--- src/hdl/adcm_pkg.sv ---
// Shared types and constants for the ADC channel scan level monitor.
`timescale 1ns / 1ps
`default_nettype none

package adcm_pkg;

   localparam int NUM_CHANNELS = 5;
   localparam int CHAN_W       = 3;
   localparam int VALUE_W      = 12;
   localparam int LIMIT_W      = 8;
   localparam int COUNT_W      = 9;
   localparam int ZONE_W       = 3;
   localparam int CSR_INDEX_W  = 3;
   localparam int CSR_DATA_W   = 12;

   localparam logic [CHAN_W-1:0] POWER_CHANNEL = 3'd4;
   localparam logic [CHAN_W-1:0] ZONE_CHANNEL  = 3'd0;

   // zone codes
   localparam logic [ZONE_W-1:0] ZONE_NO_PULSE = 3'd0;
   localparam logic [ZONE_W-1:0] ZONE_TOO_BIG  = 3'd1;
   localparam logic [ZONE_W-1:0] ZONE_UPPER    = 3'd2;
   localparam logic [ZONE_W-1:0] ZONE_NORMAL   = 3'd3;
   localparam logic [ZONE_W-1:0] ZONE_LOWER    = 3'd4;
   localparam logic [ZONE_W-1:0] ZONE_TOO_LOW  = 3'd5;

   // register indexes
   localparam logic [CSR_INDEX_W-1:0] CSR_UPPER_ALARM = 3'd0;
   localparam logic [CSR_INDEX_W-1:0] CSR_UPPER_TOL   = 3'd1;
   localparam logic [CSR_INDEX_W-1:0] CSR_LOWER_TOL   = 3'd2;
   localparam logic [CSR_INDEX_W-1:0] CSR_LOWER_ALARM = 3'd3;
   localparam logic [CSR_INDEX_W-1:0] CSR_POWER_MIN   = 3'd4;
   localparam logic [CSR_INDEX_W-1:0] CSR_LOW_LIMIT   = 3'd5;

   typedef struct packed {
      logic [VALUE_W-1:0] upper_alarm_level;
      logic [VALUE_W-1:0] upper_tolerance_level;
      logic [VALUE_W-1:0] lower_tolerance_level;
      logic [VALUE_W-1:0] lower_alarm_level;
      logic [VALUE_W-1:0] power_minimum;
      logic [LIMIT_W-1:0] low_count_limit;
   } cfg_type;

   typedef struct packed {
      logic              pulse_active;
      logic [3:0]        raw_high;
      logic [7:0]        raw_low;
   } sample_type;

   typedef struct packed {
      logic [CHAN_W-1:0]  sample_channel;
      logic [VALUE_W-1:0] sample_value;
      logic [ZONE_W-1:0]  input_zone;
      logic               zone_changed;
      logic               power_fault;
      logic               output_ok;
      logic [CHAN_W-1:0]  next_channel;
   } result_type;

endpackage

`default_nettype wire

--- src/hdl/adcm_if.sv ---
// Valid/ready channel interfaces for reading and result beats.
`timescale 1ns / 1ps
`default_nettype none

interface adcm_req_if;
   logic       valid;
   logic       ready;
   logic       pulse_active;
   logic [3:0] raw_high;
   logic [7:0] raw_low;

   modport source (output valid, pulse_active, raw_high, raw_low, input ready);
   modport sink   (input valid, pulse_active, raw_high, raw_low, output ready);
endinterface

interface adcm_rsp_if;
   logic        valid;
   logic        ready;
   logic [2:0]  sample_channel;
   logic [11:0] sample_value;
   logic [2:0]  input_zone;
   logic        zone_changed;
   logic        power_fault;
   logic        output_ok;
   logic [2:0]  next_channel;

   modport source (output valid, sample_channel, sample_value, input_zone, zone_changed,
                   power_fault, output_ok, next_channel, input ready);
   modport sink   (input valid, sample_channel, sample_value, input_zone, zone_changed,
                   power_fault, output_ok, next_channel, output ready);
endinterface

`default_nettype wire

--- src/hdl/adcm_cfg_regs.sv ---
// Threshold and limit registers behind the write-only config port.
`timescale 1ns / 1ps
`default_nettype none

module adcm_cfg_regs
   import adcm_pkg::*;
(
   input  wire logic                   clock,
   input  wire logic                   reset,
   input  wire logic                   write_enable,
   input  wire logic [CSR_INDEX_W-1:0] write_index,
   input  wire logic [CSR_DATA_W-1:0]  write_data,
   output cfg_type                     cfg
);

   cfg_type cfg_ff;
   cfg_type cfg_in;

   always_comb begin
      cfg_in = cfg_ff;
      if (write_enable) begin
         unique case (write_index)
            CSR_UPPER_ALARM: cfg_in.upper_alarm_level     = write_data;
            CSR_UPPER_TOL:   cfg_in.upper_tolerance_level = write_data;
            CSR_LOWER_TOL:   cfg_in.lower_tolerance_level = write_data;
            CSR_LOWER_ALARM: cfg_in.lower_alarm_level     = write_data;
            CSR_POWER_MIN:   cfg_in.power_minimum         = write_data;
            CSR_LOW_LIMIT:   cfg_in.low_count_limit       = write_data[LIMIT_W-1:0];
            default: ;
         endcase
      end
   end

   always_ff @(posedge clock) begin
      if (reset) begin
         cfg_ff.upper_alarm_level     <= 12'd4095;
         cfg_ff.upper_tolerance_level <= 12'd3072;
         cfg_ff.lower_tolerance_level <= 12'd1024;
         cfg_ff.lower_alarm_level     <= 12'd0;
         cfg_ff.power_minimum         <= 12'd0;
         cfg_ff.low_count_limit       <= 8'd0;
      end else begin
         cfg_ff <= cfg_in;
      end
   end

   assign cfg = cfg_ff;

endmodule

`default_nettype wire

--- src/hdl/adcm_monitor.sv ---
// Sample conversion, zone classification, power fault tracking and channel scan state.
`timescale 1ns / 1ps
`default_nettype none

module adcm_monitor
   import adcm_pkg::*;
(
   input  wire logic clock,
   input  wire logic reset,
   input  wire logic advance,      // a pulse beat leaves the input register
   input  sample_type sample,
   input  cfg_type    cfg,
   output result_type result
);

   logic [CHAN_W-1:0]  chan_ff, chan_in;
   logic [ZONE_W-1:0]  zone_ff, zone_in;
   logic [COUNT_W-1:0] count_ff, count_in;
   logic               fault_ff, fault_in;
   logic               good_ff, good_in;

   logic [VALUE_W-1:0] value;
   logic [ZONE_W-1:0]  zone_class;
   logic [COUNT_W-1:0] count_inc;
   logic [CHAN_W:0]    chan_sum;
   logic               changed;

   // the offset of 2048 only inverts the top bit of the 12-bit two's complement reading
   assign value = {~sample.raw_high[3], sample.raw_high[2:0], sample.raw_low};

   always_comb begin
      if (value >= cfg.upper_alarm_level)          zone_class = ZONE_TOO_BIG;
      else if (value >= cfg.upper_tolerance_level) zone_class = ZONE_UPPER;
      else if (value >= cfg.lower_tolerance_level) zone_class = ZONE_NORMAL;
      else if (value >= cfg.lower_alarm_level)     zone_class = ZONE_LOWER;
      else                                         zone_class = ZONE_TOO_LOW;
   end

   assign count_inc = count_ff + COUNT_W'(1);
   assign chan_sum  = {1'b0, chan_ff} + (CHAN_W+1)'(1);

   always_comb begin
      zone_in  = zone_ff;
      count_in = count_ff;
      fault_in = fault_ff;
      good_in  = good_ff;
      changed  = 1'b0;
      if (chan_ff == ZONE_CHANNEL && zone_class != zone_ff) begin
         zone_in = zone_class;
         changed = 1'b1;
      end
      if (chan_ff == POWER_CHANNEL) begin
         if (value < cfg.power_minimum) begin
            if (count_inc > {1'b0, cfg.low_count_limit}) begin
               fault_in = 1'b1;
               count_in = '0;
            end else begin
               count_in = count_inc;
            end
         end else begin
            good_in  = 1'b1;
            fault_in = 1'b0;
            count_in = '0;
         end
      end
      if (chan_sum >= (CHAN_W+1)'(NUM_CHANNELS)) chan_in = '0;
      else                                        chan_in = chan_sum[CHAN_W-1:0];
   end

   always_ff @(posedge clock) begin
      if (reset) begin
         chan_ff  <= '0;
         zone_ff  <= ZONE_NO_PULSE;
         count_ff <= '0;
         fault_ff <= 1'b0;
         good_ff  <= 1'b0;
      end else if (advance) begin
         chan_ff  <= chan_in;
         zone_ff  <= zone_in;
         count_ff <= count_in;
         fault_ff <= fault_in;
         good_ff  <= good_in;
      end
   end

   always_comb begin
      result.sample_channel = chan_ff;
      result.sample_value   = value;
      result.input_zone     = zone_in;
      result.zone_changed   = changed;
      result.power_fault    = fault_in;
      result.output_ok      = good_in;
      result.next_channel   = chan_in;
   end

endmodule

`default_nettype wire

--- src/hdl/adc_channel_scan_level_monitor.sv ---
// Top level: input register, monitor logic, result register and config port.
// A reading accepted into the input register moves into the result register once that is free, then its beat is valid.
// Throughput: one reading per cycle while results are taken; the input register and result register each
// hold one beat, so one new reading can be taken while a finished result waits.
// Readings without a pulse are consumed with no result beat.
// Synchronous active-high reset restores default thresholds, channel 0, zone 0 and clears flags.
`timescale 1ns / 1ps
`default_nettype none

module adc_channel_scan_level_monitor
   import adcm_pkg::*;
(
   input  wire logic                   clock,
   input  wire logic                   reset,
   adcm_req_if.sink                    req_chan,
   adcm_rsp_if.source                  rsp_chan,
   input  wire logic                   csr_write_enable,
   input  wire logic [CSR_INDEX_W-1:0] csr_index,
   input  wire logic [CSR_DATA_W-1:0]  csr_write_data
);

   cfg_type    cfg;
   result_type result;

   logic       in_valid_ff;
   sample_type in_beat_ff;
   logic       out_valid_ff, out_valid_in;
   result_type out_beat_ff;

   logic out_free;
   logic in_leave;
   logic advance;

   assign out_free = !out_valid_ff || rsp_chan.ready;
   // non-pulse beats leave without needing the result register
   assign in_leave = in_valid_ff && (!in_beat_ff.pulse_active || out_free);
   assign advance  = in_leave && in_beat_ff.pulse_active;
   assign req_chan.ready = !in_valid_ff || in_leave;

   adcm_cfg_regs u_cfg (
      .clock        (clock),
      .reset        (reset),
      .write_enable (csr_write_enable),
      .write_index  (csr_index),
      .write_data   (csr_write_data),
      .cfg          (cfg)
   );

   adcm_monitor u_mon (
      .clock   (clock),
      .reset   (reset),
      .advance (advance),
      .sample  (in_beat_ff),
      .cfg     (cfg),
      .result  (result)
   );

   always_ff @(posedge clock) begin
      if (reset) begin
         in_valid_ff <= 1'b0;
      end else if (req_chan.ready) begin
         in_valid_ff <= req_chan.valid;
      end
   end

   always_ff @(posedge clock) begin
      if (req_chan.ready && req_chan.valid) begin
         in_beat_ff.pulse_active <= req_chan.pulse_active;
         in_beat_ff.raw_high     <= req_chan.raw_high;
         in_beat_ff.raw_low      <= req_chan.raw_low;
      end
   end

   always_comb begin
      out_valid_in = out_valid_ff;
      if (advance)                   out_valid_in = 1'b1;
      else if (rsp_chan.ready)       out_valid_in = 1'b0;
   end

   always_ff @(posedge clock) begin
      if (reset) begin
         out_valid_ff <= 1'b0;
      end else begin
         out_valid_ff <= out_valid_in;
      end
   end

   always_ff @(posedge clock) begin
      if (advance) begin
         out_beat_ff <= result;
      end
   end

   assign rsp_chan.valid          = out_valid_ff;
   assign rsp_chan.sample_channel = out_beat_ff.sample_channel;
   assign rsp_chan.sample_value   = out_beat_ff.sample_value;
   assign rsp_chan.input_zone     = out_beat_ff.input_zone;
   assign rsp_chan.zone_changed   = out_beat_ff.zone_changed;
   assign rsp_chan.power_fault    = out_beat_ff.power_fault;
   assign rsp_chan.output_ok      = out_beat_ff.output_ok;
   assign rsp_chan.next_channel   = out_beat_ff.next_channel;

endmodule

`default_nettype wire
--- src/flat_wrapper.sv ---
// flat-port wrapper written by rule: the top's interface ports become plain ports
module adc_channel_scan_level_monitor_flat import adcm_pkg::*;
  (clock, reset, csr_write_enable, csr_index, csr_write_data, req_chan_valid, req_chan_pulse_active, req_chan_raw_high, req_chan_raw_low, req_chan_ready, rsp_chan_valid, rsp_chan_sample_channel, rsp_chan_sample_value, rsp_chan_input_zone, rsp_chan_zone_changed, rsp_chan_power_fault, rsp_chan_output_ok, rsp_chan_next_channel, rsp_chan_ready);
  adcm_req_if req_chan_i ();
  adcm_rsp_if rsp_chan_i ();
  input  wire logic clock;
  input  wire logic reset;
  input  wire logic csr_write_enable;
  input  wire logic [CSR_INDEX_W-1:0] csr_index;
  input  wire logic [CSR_DATA_W-1:0] csr_write_data;
  input wire logic [$bits(req_chan_i.valid)-1:0] req_chan_valid;
  input wire logic [$bits(req_chan_i.pulse_active)-1:0] req_chan_pulse_active;
  input wire logic [$bits(req_chan_i.raw_high)-1:0] req_chan_raw_high;
  input wire logic [$bits(req_chan_i.raw_low)-1:0] req_chan_raw_low;
  output wire logic [$bits(req_chan_i.ready)-1:0] req_chan_ready;
  output wire logic [$bits(rsp_chan_i.valid)-1:0] rsp_chan_valid;
  output wire logic [$bits(rsp_chan_i.sample_channel)-1:0] rsp_chan_sample_channel;
  output wire logic [$bits(rsp_chan_i.sample_value)-1:0] rsp_chan_sample_value;
  output wire logic [$bits(rsp_chan_i.input_zone)-1:0] rsp_chan_input_zone;
  output wire logic [$bits(rsp_chan_i.zone_changed)-1:0] rsp_chan_zone_changed;
  output wire logic [$bits(rsp_chan_i.power_fault)-1:0] rsp_chan_power_fault;
  output wire logic [$bits(rsp_chan_i.output_ok)-1:0] rsp_chan_output_ok;
  output wire logic [$bits(rsp_chan_i.next_channel)-1:0] rsp_chan_next_channel;
  input wire logic [$bits(rsp_chan_i.ready)-1:0] rsp_chan_ready;
  assign req_chan_i.valid = req_chan_valid;
  assign req_chan_i.pulse_active = req_chan_pulse_active;
  assign req_chan_i.raw_high = req_chan_raw_high;
  assign req_chan_i.raw_low = req_chan_raw_low;
  assign req_chan_ready = req_chan_i.ready;
  assign rsp_chan_valid = rsp_chan_i.valid;
  assign rsp_chan_sample_channel = rsp_chan_i.sample_channel;
  assign rsp_chan_sample_value = rsp_chan_i.sample_value;
  assign rsp_chan_input_zone = rsp_chan_i.input_zone;
  assign rsp_chan_zone_changed = rsp_chan_i.zone_changed;
  assign rsp_chan_power_fault = rsp_chan_i.power_fault;
  assign rsp_chan_output_ok = rsp_chan_i.output_ok;
  assign rsp_chan_next_channel = rsp_chan_i.next_channel;
  assign rsp_chan_i.ready = rsp_chan_ready;
  adc_channel_scan_level_monitor u_core (.clock(clock), .reset(reset), .req_chan(req_chan_i), .rsp_chan(rsp_chan_i), .csr_write_enable(csr_write_enable), .csr_index(csr_index), .csr_write_data(csr_write_data));
endmodule
--- config.mk ---
export PLATFORM = sky130hd
export DESIGN_NAME = adc_channel_scan_level_monitor_flat
export DESIGN_NICKNAME = d
export VERILOG_FILES = /design/src/hdl/adcm_pkg.sv /design/src/hdl/adcm_if.sv /design/src/hdl/adcm_cfg_regs.sv /design/src/hdl/adcm_monitor.sv /design/src/hdl/adc_channel_scan_level_monitor.sv /design/src/flat_wrapper.sv
export SDC_FILE = /design/constraint.sdc
export NUM_CORES = 1
export LEC_CHECK = 0
export ABC_AREA = 1
export BUFFER_PORTS_ARGS = -buffer_cell sky130_fd_sc_hd__buf_2
export CAP_MARGIN = 20
export CORE_ASPECT_RATIO = 1.2
export CORE_MARGIN = 2
export CORE_UTILIZATION = 55
export DETAILED_ROUTE_END_ITERATION = 8
export GPL_TIMING_DRIVEN = 0
export PLACE_DENSITY = 0.75
export SLEW_MARGIN = 20
export SYNTH_ARGS = -nofsm -noshare
export SYNTH_HDL_FRONTEND = slang
export SYNTH_SLANG_ARGS = --single-unit
export TNS_END_PERCENT = 5
--- constraint.sdc ---
create_clock -name clock -period 4.3 [get_ports clock]
set_input_delay 0.86 -clock clock [delete_from_list [all_inputs] [get_ports clock]]
set_output_delay 0.86 -clock clock [all_outputs]
set_load 0.01 [all_outputs]
==> impl_metrics.toml <==
[clock_tree]
clk_latency_ns = 0.42
post_cts_buffers = 0
cts_hold_repair.buffers = 0
cts_tree = "done"
h-tree-depth = 4
clock_path_buffers = 2
cts_resized = 0
root_buffer = "clkbuf_16"
cts_inserted_buffers = 17
cts.sinks = 124
clk_pin_slew_ns = 0.05

[final_layout]
instances_no_fill = 968
syn_to_final_growth_pct = 16.7
fin_area_sq_um = 7270
n_antenna_cell = 0
drive_above_1_share = 0.117
num-nets-final = 926

[yosys]
yosys_warnings = 0
synth_ff_type = "dfxtp_1"
ys_types = 30
synthTopCellsByArea = "dfxtp_1 (28%), edfxtp_1 (18%), ha_1 (14%)"
synth_top_cell_area_share = 0.280
synth_seq_cells = 124
synth_top_cells_by_count = "inv_1 (135), nand2_1 (123), a21oi_1 (90), dfxtp_1 (87), ha_1 (70)"
synth_area_leader_cell = "dfxtp_1"
syn_area_sq_um = 6230
synthArstFlopShare = 0
synth_cells = 745
syn_avg_cell_area_sq_um = 8.36
yosysSeqAreaShare = 0.458
synth_edf_count = 37
syn_nets = 848
yosysMostFrequentCell = "inv_1"

[sta]
fin_crit_sh = 0.621
period_needed_ns = 2.67
rsz0062_at_grt = "no"
maxSlewHeadroom = 0.471
tightest_slew_ns = 0.793
final-hold-violation-count = 0
max_freq_mhz = 375
tns_ns = 0
slew_violations = 0
setup_viol = 0
fin_worst_skew_ns = 0.00780
final.setup.worst_slack_ns = 1.63

[worst_setup_path]
cp-end-kind = "register"
worstSetupPathType = "reg -> reg"
crit_fanout = 8
regToRegSetupSlack_ns = 1.63
cp-start-kind = "register"
crit_arrival_ns = 3.00
worstPathRequired_ns = 4.63

[placed_design]
portBuffers = 58
gp_congestion = 0.898
postPlaceCellArea_sq_um = 6700
pre_cts_ws_ns = 1.67
hpwl_mm = 11.0
dp.cells = 936

[drt]
wl_per_cell_um = 15.8
final_antenna_net_count = 0
drtIter0Drc = 293
drc = 0
viasPerCell = 5.52
routed_wl_mm = 15.3
vias = 5339
firstDrtPassIters = 5

[power_and_ir_drop]
vdd_drop_max_uv = 269
p_int_uw = 2270
finalPower_uw = 2990
seq_power_share = 0.429
p_leak_uw = 0.00333
p_comb_frac = 0.103
swShare = 0.240
p_sw_uw = 716
clockPowerShare = 0.468
power_density_nw_per_um2 = 411

[global_route]
grt_first_pass_wirelength_mm = 24.6
grt-ovfl-total = 0
antenna_found_initial = 0
track_usage = 0.265
grt_max_degree = 34
grt_pass1_vias = 5245

[worst_hold_path]
worstHoldPathType = "reg -> reg"

[floorplanning]
io_pins = 59
core_sq_um = 11000
fp.dieArea_sq_um = 12200
start_util = 0.565
die_h_um = 121
die_x_um = 101
num_rows = 42

[job]
drv_cap = 0

[status]
outcome = "completed"
[area by class of cell]
class	instances	area [sq um]
Multi-Input combinational cell	465	2790
Timing Repair Buffer	59	302
Sequential cell	124	2850
Buffer	20	76.3
Inverter	136	510
Fill cell	880	3760
Clock buffer	20	447
Tap cell	132	165
Clock inverter	12	126
[placed cells by master (no fill, tap or decap), drive strengths merged, types with 14 or more instances in the layout]
cell type,n
a21oi,90
edfxtp,37
inv,136
buf,60
o21ai,68
nand3,21
o211ai,14
nor2,44
ha,70
nand2,127
dfxtp,87
clkbuf,39
[routing by layer]
| metal | GRT usage | share of wire | up-vias |
|---|---|---|---|
| met5 | 0 | 0 | - |
| met4 | 0.133 | 0.038 | 0 |
| met3 | 0.0584 | 0.047 | 40 |
| met2 | 0.469 | 0.52 | 165 |
| met1 | 0.294 | 0.39 | 2521 |
| li1 | - | - | 2613 |
[metrics by stage]
stage                util  hold WS, ns
CTS                 0.659        0.451
detailed placement  0.607        0.441
global route        0.659        0.454
floorplan               -        0.426
global placement    0.606        0.430
finish              0.659        0.449
[worst max-delay path: stages (launching register included)]
cell and delay (ns):
dfxtp_1 0.38, ha_1 0.21, nand3_1 0.13, xor2_1 0.16
inv_1 0.08, ha_1 0.33, a21oi_1 0.12, o21ai_0 0.10
o21ai_0 0.16, nand2_1 0.08, a21o_1 0.16, nand2_1 0.07
nand2_1 0.08, inv_1 0.20, nand4_1 0.13, a21oi_1 0.19
[power groups by stage]
stage	clock [uW]	combinational [uW]	sequential, uW
floorplan	0	200	1300
global placement	0	283	1300
detailed placement	0	302	1300
CTS	1410	307	1280
global route	1470	353	1280
finish	1400	309	1280
[sequential cells by signal, indices dropped and copies added (netlist names)]
signal and flops:
u_core.rsp_chan.next_channel 3, u_core.u_mon.fault_ff 1, u_core.u_mon.count_ff 9, u_core.in_beat_ff 13
u_core.u_mon.chan_ff 3, u_core.rsp_chan.output_ok 1, u_core.rsp_chan.sample_value 12, u_core.rsp_chan.power_fault 1
u_core.rsp_chan.input_zone 3, u_core.rsp_chan.zone_changed 1, u_core.rsp_chan.sample_channel 3, u_core.in_valid_ff 1
u_core.rsp_chan.valid 1, u_core.u_cfg.cfg 68, u_core.u_mon.zone_ff 3, u_core.u_mon.good_ff 1
[cells by family (layout without fill, tap and decap cells)]
group           Yosys count  in the layout  synth area share
simple gates            210            210             0.145
compound gates          177            177             0.151
buf+inv                 156            247            0.0942
xor+xnor                  7              7           0.00984
mux                       1              1           0.00161
fa+ha+maj                70             70             0.141
flops                   124            124             0.458
[worst paths after layout]
check / startpoint / endpoint / depth (start not counted)
worst max-delay path: u_core.u_mon.count_ff[0] / u_core.u_mon.count_ff[5] / 15
worst max register to register: u_core.u_mon.count_ff[0] / u_core.u_mon.count_ff[5] / 15
worst min register to register: u_core.in_beat_ff[0] / u_core.rsp_chan.sample_value[0] / 0
worst min-delay path: u_core.in_beat_ff[0] / u_core.rsp_chan.sample_value[0] / 0
Power figures use the tool's default switching activity.
